<file path="src/sv/sbda_pkg.sv">
// Shared constants and cell control type for the signed binary to decimal ASCII block.
// No dependencies.
package sbda_pkg;

  localparam int ValueWidth = 32;
  localparam int NumDigits  = 10;
  localparam int DigitWidth = 4;
  localparam int CharWidth  = 7;

  localparam logic [CharWidth-1:0] CharZero  = 7'd48;
  localparam logic [CharWidth-1:0] CharMinus = 7'd45;

  typedef enum logic [1:0] {
    CELL_HOLD,
    CELL_CLEAR,
    CELL_DABBLE,
    CELL_SHIFT
  } cell_mode_t;

  typedef struct packed {
    cell_mode_t mode;
  } cell_ctl_t;

endpackage

</file>
<file path="src/sv/signed_binary_to_decimal_ascii_top.sv">
// After the double-dabble steps, a negative number's minus sign strobes first, then the
// digits come one per cycle after the skipped leading zeros, the last with last_char set.
// Busy stays high from each start until the last character, and a new number is taken
// only while idle: 32 double-dabble steps through the digit cell row, then 11 output steps.
// Reset (rst, synchronous) returns to idle with no strobe; the receiver cannot stall.
// Depends on sbda_pkg and sbda_bcd_cell.
module signed_binary_to_decimal_ascii_top (
  input  logic                           clk,
  input  logic                           rst,
  input  logic                           start,
  output logic                           busy,
  input  logic signed [sbda_pkg::ValueWidth-1:0] value,
  output logic                           strobe,
  output logic [sbda_pkg::CharWidth-1:0] char_code,
  output logic                           last_char
);

  typedef enum logic [1:0] {
    ST_IDLE,
    ST_CONV,
    ST_SKIP,
    ST_EMIT
  } state_t;

  state_t                          state;
  logic [sbda_pkg::ValueWidth-1:0] mag;
  logic                            neg;
  logic [4:0]                      cnt;
  logic [3:0]                      rem;
  sbda_pkg::cell_ctl_t             ctl;

  logic [sbda_pkg::DigitWidth-1:0] digits [sbda_pkg::NumDigits];
  logic [sbda_pkg::NumDigits-1:0]  carries;
  logic [sbda_pkg::DigitWidth-1:0] top_digit;

  assign top_digit = digits[sbda_pkg::NumDigits-1];
  assign busy      = (state != ST_IDLE);

  always_comb begin
    ctl.mode = sbda_pkg::CELL_HOLD;
    unique case (state)
      ST_IDLE: if (start) ctl.mode = sbda_pkg::CELL_CLEAR;
      ST_CONV: ctl.mode = sbda_pkg::CELL_DABBLE;
      ST_SKIP: if (top_digit == '0 && rem > 4'd1) ctl.mode = sbda_pkg::CELL_SHIFT;
      ST_EMIT: ctl.mode = sbda_pkg::CELL_SHIFT;
      default: ctl.mode = sbda_pkg::CELL_HOLD;
    endcase
  end

  for (genvar i = 0; i < sbda_pkg::NumDigits; i++) begin : g_cell
    if (i == 0) begin : g_low
      sbda_bcd_cell u_cell (
        .clk      (clk),
        .ctl      (ctl),
        .bit_in   (mag[sbda_pkg::ValueWidth-1]),
        .digit_in ('0),
        .digit    (digits[i]),
        .bit_out  (carries[i])
      );
    end else begin : g_up
      sbda_bcd_cell u_cell (
        .clk      (clk),
        .ctl      (ctl),
        .bit_in   (carries[i-1]),
        .digit_in (digits[i-1]),
        .digit    (digits[i]),
        .bit_out  (carries[i])
      );
    end
  end

  always_ff @(posedge clk) begin
    if (rst) begin
      state     <= ST_IDLE;
      strobe    <= 1'b0;
      neg       <= 1'b0;
      cnt       <= '0;
      rem       <= '0;
      mag       <= '0;
      char_code <= '0;
      last_char <= 1'b0;
    end else begin
      strobe <= 1'b0;
      unique case (state)
        ST_IDLE: begin
          if (start) begin
            neg   <= value[sbda_pkg::ValueWidth-1];
            mag   <= value[sbda_pkg::ValueWidth-1] ? (~value + 32'd1) : value;
            cnt   <= 5'd31;
            state <= ST_CONV;
          end
        end
        ST_CONV: begin
          mag <= {mag[sbda_pkg::ValueWidth-2:0], 1'b0};
          cnt <= cnt - 5'd1;
          if (cnt == '0) begin
            rem   <= 4'(sbda_pkg::NumDigits);
            state <= ST_SKIP;
          end
        end
        ST_SKIP: begin
          if (neg) begin
            strobe    <= 1'b1;
            char_code <= sbda_pkg::CharMinus;
            last_char <= 1'b0;
            neg       <= 1'b0;
          end
          if (top_digit == '0 && rem > 4'd1) begin
            rem <= rem - 4'd1;
          end else begin
            state <= ST_EMIT;
          end
        end
        ST_EMIT: begin
          strobe    <= 1'b1;
          char_code <= sbda_pkg::CharZero + {3'b000, top_digit};
          last_char <= (rem == 4'd1);
          rem       <= rem - 4'd1;
          if (rem == 4'd1) state <= ST_IDLE;
        end
        default: state <= ST_IDLE;
      endcase
    end
  end

  // the final character of a run leaves the block idle
  a_last_idle: assert property (@(posedge clk) disable iff (rst)
    strobe && last_char |-> !busy)
    else $error("last character while still busy");

  a_last_alone: assert property (@(posedge clk) disable iff (rst)
    strobe && last_char |=> !strobe)
    else $error("beat after last character");

  a_start_quiet: assert property (@(posedge clk) disable iff (rst)
    start && !busy |=> busy && !strobe)
    else $error("accept did not start conversion cleanly");

  a_minus_not_last: assert property (@(posedge clk) disable iff (rst)
    strobe && char_code == sbda_pkg::CharMinus |-> !last_char)
    else $error("minus sign flagged as last");

endmodule

</file>
<file path="src/sv/sbda_bcd_cell.sv">
// One BCD digit cell of the double-dabble row: add-3 correction and bit shift,
// or whole-digit shift toward the top during output. Depends on sbda_pkg.
module sbda_bcd_cell (
  input  logic                            clk,
  input  sbda_pkg::cell_ctl_t             ctl,
  input  logic                            bit_in,
  input  logic [sbda_pkg::DigitWidth-1:0] digit_in,
  output logic [sbda_pkg::DigitWidth-1:0] digit,
  output logic                            bit_out
);

  logic [sbda_pkg::DigitWidth-1:0] corrected;

  always_comb begin
    corrected = (digit >= 4'd5) ? digit + 4'd3 : digit;
  end

  assign bit_out = corrected[sbda_pkg::DigitWidth-1];

  always_ff @(posedge clk) begin
    unique case (ctl.mode)
      sbda_pkg::CELL_HOLD:   digit <= digit;
      sbda_pkg::CELL_CLEAR:  digit <= '0;
      sbda_pkg::CELL_DABBLE: digit <= {corrected[sbda_pkg::DigitWidth-2:0], bit_in};
      sbda_pkg::CELL_SHIFT:  digit <= digit_in;
      default:               digit <= digit;
    endcase
  end

endmodule

</file>
<file path="config.mk">
export PLATFORM = sky130hd
export DESIGN_NAME = signed_binary_to_decimal_ascii_top
export DESIGN_NICKNAME = d
export VERILOG_FILES = /design/src/sv/sbda_pkg.sv /design/src/sv/signed_binary_to_decimal_ascii_top.sv /design/src/sv/sbda_bcd_cell.sv
export SDC_FILE = /design/constraint.sdc
export NUM_CORES = 1
export LEC_CHECK = 0
export BUFFER_PORTS_ARGS = -buffer_cell sky130_fd_sc_hd__clkbuf_2
export CELL_PAD_IN_SITES_DETAIL_PLACEMENT = 0
export CELL_PAD_IN_SITES_GLOBAL_PLACEMENT = 1
export CORE_UTILIZATION = 35
export DETAILED_ROUTE_END_ITERATION = 12
export PLACE_DENSITY_LB_ADDON = 0.1
export RECOVER_POWER = 50
export SYNTH_ARGS = -nofsm -noshare
export SYNTH_HDL_FRONTEND = slang
export SYNTH_SLANG_ARGS = --single-unit
</file>
<file path="constraint.sdc">
create_clock -name clk -period 3.9 [get_ports clk]
set_input_delay 0.78 -clock clk [delete_from_list [all_inputs] [get_ports clk]]
set_output_delay 0.78 -clock clk [all_outputs]
set_load 0.1 [all_outputs]
</file>
==> flow_metrics.env, run 1 <==
export IMPL_core_rowCount=46
export IMPL_vias=4830
export IMPL_crit_path_end_kind="register"
export IMPL_clockRootBuffer="clkbuf_16"
export IMPL_slew_headroom=-0.5488
export IMPL_comb_power_share=0.500
export IMPL_syn_to_final_growth_pct=12.27
export IMPL_hold_ws_ns=0.4490
export IMPL_yosys_top_cells_area="edfxtp_1 (21%), dfxtp_1 (18%), ha_1 (6.3%), nand2_1 (5.2%), nor2_1 (5.0%)"
export IMPL_max_cap_viol_count=2
export IMPL_clock_latency_ns=0.35
export IMPL_yosys_area_top_type="edfxtp_1"
export IMPL_yosys_warnings=0
export IMPL_dp_hpwl_mm=9.113
export IMPL_p_leak_uw=0.002467
export IMPL_portBuffers=43
export IMPL_coreArea_sq_mm=0.01594
export IMPL_syn_area_sq_mm=0.005743
export IMPL_postCtsHoldBufs=0
export IMPL_p_seq_frac=0.340
export IMPL_hp_class="register to register"
export IMPL_path_clk_slew_ns=0.06
export IMPL_wire_per_inst_um=15.02
export IMPL_clock_fmax_mhz=317.1
export IMPL_worst_pin_slew_ns=2.323
export IMPL_synthSimpleGateAreaFrac=0.1915
export IMPL_h_tree_depth=3
export IMPL_netlist_area_leader_share=0.2092
export IMPL_antenna_found_initial=0
export IMPL_postCtsSetupRepairBufs=0
export IMPL_critPathMaxFanout=89
export IMPL_synth_distinct_cells=58
export IMPL_intPower_uw=3067
export IMPL_skew_ns=0.006064
export IMPL_start_util=0.3602
export IMPL_grt_pass1_vias=4571
export IMPL_synthFlopType="dfxtp_1"
export IMPL_synth_top_family_by_area="compound AO/OA/AOI/OAI gates"
export IMPL_power_density_mw_per_mm2=867.6
export IMPL_r2r_slack_ns=0.75
export IMPL_fillCellCount=1650
export IMPL_irDropWorstVdd_mv=0.3839
export IMPL_die_width_um=130.1
export IMPL_synth_edf_count=40
export IMPL_n_antenna_cell=0
export IMPL_gr_usage_all_layers=0.1710
export IMPL_drt_iter0_markers=218
export IMPL_dieArea_sq_mm=0.01692
export IMPL_rsz0062_at_grt="false"
export IMPL_slew_violations=137
export IMPL_synthCells=675
export IMPL_grt_start_max_net_pins=90
export IMPL_synth_adder_area_share=0.06318
export IMPL_fin_nets=762
export IMPL_synth_seq_cells=92
export IMPL_layout_drive_gt1_share=0.1011
export IMPL_drt_antenna_violating_nets=0
export IMPL_gr_total_overflow=0
export IMPL_p_clk_frac=0.160
export IMPL_swShare=0.4518
export IMPL_min_period_ns=3.154
export IMPL_crit_arrival_ns=3.28
export IMPL_cts_buffers=9
export IMPL_syn_nets=739
export IMPL_async_flop_share=0
export IMPL_synth_compound_area_share=0.2292
export IMPL_vias_per_cell=5.261
export IMPL_drt_wl_total_mm=13.79
export IMPL_p_sw_uw=2527
export IMPL_synthXorXnorAreaFrac=0.06710
export IMPL_whs_path_depth=2
export IMPL_worstPathRequired_ns=4.02
export IMPL_post_route_period_util=0.8086
export IMPL_die_h_um=130.1
export IMPL_status="finished, violations left"
export IMPL_grt_pass1_wl_mm=22.69
export IMPL_violations="capacitance limit, slew limit"
export IMPL_critPathLaunchType="register"
export IMPL_io_pins=45
export IMPL_place_congestion=0.7682
export IMPL_cts_sink_count=92
export IMPL_drcViolationCount=0
export IMPL_synthMuxAreaShare=0.008715
export IMPL_crit_type="register to register"
export IMPL_clk_path_buf_depth=2
export IMPL_setup_tns_ns=0
export IMPL_setup_violations=0
export IMPL_cts_resized=0
export IMPL_reg2reg_depth=8
export IMPL_ys_seq_area_frac=0.3904
export IMPL_firstDrtPassIters=4
export IMPL_hold_viol=0
export IMPL_cts_tree="built"
export IMPL_synth_area_per_cell_sq_um=8.508
export IMPL_total_power_uw=5594
cell type report:
class                      instances  area [sq um]  area share
multi-input combinational        509          3243      0.5030
clock buffer                      15         305.3     0.04735
tap                              216         270.3     0.04192
sequential                        92          2242      0.3478
timing repair buffer              51         255.2     0.03959
inverter                          35         131.4     0.02038
per-stage QoR:
step	area (sq um)	setup slack [ns]	util	std cells
2_1_floorplan	5743	0.4364	-	675
3_3_place_gp	6165	0.6768	0.3867	903
3_5_place_dp	6165	0.6141	0.3867	903
4_1_cts	6470	0.9858	0.4058	918
5_1_grt	6447	0.4684	0.4044	918
6_report	6447	0.7463	0.4044	918
routing by layer:
layer,up-vias,GRT usage,share of wire
met5,-,0,0
met2,66,0.2838,0.46
met4,0,0.07456,0.019
li1,2457,-,-
met1,2293,0.2228,0.50
met3,14,0.02173,0.021
power by group through the flow:
| stage | clock network (uW) | logic, uW | registers [uW] |
|---|---|---|---|
| 2_1_floorplan | 0 | 2040 | 1990 |
| 6_report | 894 | 2800 | 1900 |
| 5_1_grt | 954 | 3160 | 1970 |
| 4_1_cts | 926 | 2850 | 1900 |
| 3_3_place_gp | 0 | 2790 | 1910 |
| 3_5_place_dp | 0 | 2830 | 1920 |
worst max-delay path, cell delays in order (launching register included):
cell	delay [ns]
dfxtp_1	0.36
inv_1	0.10
ha_2	0.19
clkbuf_2	1.32
nand2b_1	0.28
nor2_1	0.06
o31ai_1	0.06
nor4b_1	0.41
nor3_1	0.11
sequential cells by signal, indices dropped and copies added, names as in the netlist:
name	cells
neg	1
strobe	1
g_cell.g_low.u_cell.digit	4
mag	32
rem	4
cnt	5
state	2
g_cell.g_up.u_cell.digit	36
char_code	6
last_char	1
synthesized netlist by cell type, types with 7 or more instances:
master / number
xor2_1: 19
a22oi_1: 22
a32oi_1: 8
clkbuf_1: 33
a21oi_1: 43
o41ai_1: 9
o22ai_1: 10
nor2_1: 76
a21o_1: 11
o31ai_1: 16
edfxtp_1: 40
xnor2_1: 25
nand2_1: 80
or2_2: 7
ha_1: 29
dfxtp_1: 52
nand2b_1: 22
inv_1: 35
and3_1: 7
o21ai_0: 30
o211ai_1: 15
kinds of logic after synthesis:
group | count (synthesis)
and+or+nand+nor | 235
AOI/OAI and AO/OA | 195
DFF | 92
buffers and inverters | 74
xor gates and xnor gates | 44
adders and majority gates | 29
muxes | 5
other | 1
final timing paths:
| kind | from | endpoint |
|---|---|---|
| worst max-delay path | state[1] | mag[17] |
| worst min-delay path | mag[29] | mag[29] |
| worst max register to register | state[1] | mag[17] |
| worst min register to register | mag[29] | mag[29] |
cell usage in the layout (no fill, tap or decap), types with 6 or more instances in the layout:
master      n
nand2_1    80
nor2_1     76
dfxtp_1    52
a21oi_1    43
edfxtp_1   40
clkbuf_2   37
inv_1      35
o21ai_0    30
ha_1       28
xnor2_1    25
nand2b_1   22
a22oi_1    22
xor2_1     19
o31ai_1    16
o211ai_1   15
a21o_1     11
clkbuf_16  11
clkbuf_1   11
o22ai_1    10
o41ai_1     9
a32oi_1     8
or2_2       7
and3_1      7
nand3_1     6
Note: power is estimated with default switching activity, not from simulation.
==> inputs of run 2 (changes only) <==
==> constraint.sdc (replaced) <==
create_clock -name clk -period 2.75 [get_ports clk]
set_input_delay 0.55 -clock clk [delete_from_list [all_inputs] [get_ports clk]]
set_output_delay 0.55 -clock clk [all_outputs]
set_load 0.1 [all_outputs]
==> flow_metrics.env, run 2 (synthesis results as in run 1) <==
export IMPL_p_sw_uw=3634
export IMPL_die_h_um=130.1
export IMPL_dieArea_sq_mm=0.01692
export IMPL_grt_pass1_vias=4675
export IMPL_cts_tree="built"
export IMPL_firstDrtPassIters=4
export IMPL_grt_start_max_net_pins=45
export IMPL_clock_fmax_mhz=403.3
export IMPL_p_seq_frac=0.332
export IMPL_gr_total_overflow=0
export IMPL_comb_power_share=0.506
export IMPL_intPower_uw=4466
export IMPL_max_cap_viol_count=0
export IMPL_worstPathRequired_ns=3.02
export IMPL_slew_violations=0
export IMPL_critPathMaxFanout=2
export IMPL_swShare=0.4487
export IMPL_io_pins=45
export IMPL_postCtsHoldBufs=0
export IMPL_syn_to_final_growth_pct=16.08
export IMPL_grt_pass1_wl_mm=22.82
export IMPL_min_period_ns=2.480
export IMPL_slew_headroom=0.2192
export IMPL_core_rowCount=46
export IMPL_n_antenna_cell=0
export IMPL_top_register="g_cell.g_up.u_cell.digit"
export IMPL_antenna_found_initial=0
export IMPL_path_cells="clkbuf_2 -> or4_4 -> or4b_1 -> or3_1 -> or4_1 -> a211oi_2"
export IMPL_cts_resized=0
export IMPL_vias=4863
export IMPL_cts_sink_count=92
export IMPL_final_common_cell="nand2_1"
export IMPL_coreArea_sq_mm=0.01594
export IMPL_drt_iter0_markers=230
export IMPL_critPathLaunchType="primary input"
export IMPL_p_clk_frac=0.162
export IMPL_drt_antenna_violating_nets=0
export IMPL_place_congestion=0.7870
export IMPL_fin_nets=788
export IMPL_status="completed"
export IMPL_power_density_mw_per_mm2=1215
export IMPL_mostFrequentLayoutCells="nand2_1 (80), nor2_1 (76), dfxtp_1 (52)"
export IMPL_wire_per_inst_um=14.41
export IMPL_crit_path_max_incr_delay_ns=0.53
export IMPL_cts_buffers=9
export IMPL_seq_area_sq_mm=0.002242
export IMPL_irDropWorstVdd_mv=0.4030
export IMPL_hp_class="register to register"
export IMPL_hold_viol=0
export IMPL_start_util=0.3602
export IMPL_die_width_um=130.1
export IMPL_clk_path_buf_depth=2
export IMPL_worst_pin_slew_ns=1.176
export IMPL_h_tree_depth=3
export IMPL_layout_drive_gt1_share=0.1344
export IMPL_p_leak_uw=0.002595
export IMPL_fillCellCount=1641
export IMPL_crit_type="primary input to register"
export IMPL_clock_latency_ns=0.35
export IMPL_rsz0062_at_grt="false"
export IMPL_vias_per_cell=5.146
export IMPL_reg_largest_list="g_cell.g_up.u_cell.digit (36), mag (32), char_code (6)"
export IMPL_path_clk_slew_ns=0.07
export IMPL_skew_ns=0.006173
export IMPL_hold_ws_ns=0.4475
export IMPL_cp_slowest_cell="or4_4"
export IMPL_setup_violations=0
export IMPL_largest_reg_flops=36
export IMPL_dp_hpwl_mm=9.642
export IMPL_gr_usage_all_layers=0.1697
export IMPL_drcViolationCount=0
export IMPL_postCtsSetupRepairBufs=0
export IMPL_total_power_uw=8101
export IMPL_crit_path_end_kind="register"
export IMPL_post_route_period_util=0.9017
export IMPL_clockRootBuffer="clkbuf_16"
export IMPL_multi_input_area_sq_mm=0.003247
export IMPL_drt_wl_total_mm=13.61
export IMPL_portBuffers=43
export IMPL_crit_arrival_ns=2.75
-- run 2: final timing paths --
kind	slack, ns	end	depth (start not counted)	startpoint
worst max-delay path	0.27	mag[31]	6	value[20]
worst max register to register	0.47	g_cell[4].g_up.u_cell.digit[3]	7	state[0]
worst min register to register	0.45	mag[3]	2	mag[3]
worst min-delay path	0.45	mag[3]	2	mag[3]
-- run 2: routing by layer --
metal / track usage / vias up / part of all wire
met5: 0 / - / 0
met4: 0.05951 / 0 / 0.015
met3: 0.02624 / 13 / 0.030
met2: 0.2800 / 73 / 0.46
met1: 0.2248 / 2260 / 0.49
li1: - / 2517 / -
-- run 2: per-stage QoR --
stage	worst slack, ns	area, sq um	util	instances	TNS [ns]
2_1_floorplan	-0.01852	5771	-	675	-0.01852
3_3_place_gp	-0.05838	6381	0.4003	929	-0.05838
3_5_place_dp	-0.07708	6381	0.4003	929	-0.07708
4_1_cts	0.2829	6695	0.4200	945	0
5_1_grt	0.1095	6666	0.4181	945	0
6_report	0.2703	6666	0.4181	945	0
-- run 2: cell type report --
class	count	area share
clock buffers	11	0.03866
clock inverters	5	0.008446
inverters	35	0.02027
multi-input cells	509	0.4870
flip-flops and latches	92	0.3363
well taps	216	0.04054
repair buffers	77	0.06869
-- run 2: power by group through the flow --
stage	Clock, uW	Combinational (uW)	Sequential [uW]
after floorplan	0	2950	2800
after global placement	0	4110	2710
after detailed placement	0	4160	2720
after CTS	1340	4190	2690
after global routing	1400	4620	2770
final	1310	4100	2690
-- run 2: critical path, delay by kind of cell --
| kind | cells | cell delay, ns |
|---|---|---|
| and+or+nand+nor | 4 | 1.94 |
| AOI/OAI and AO/OA | 1 | 0.18 |
| buffers and inverters | 1 | 0.10 |
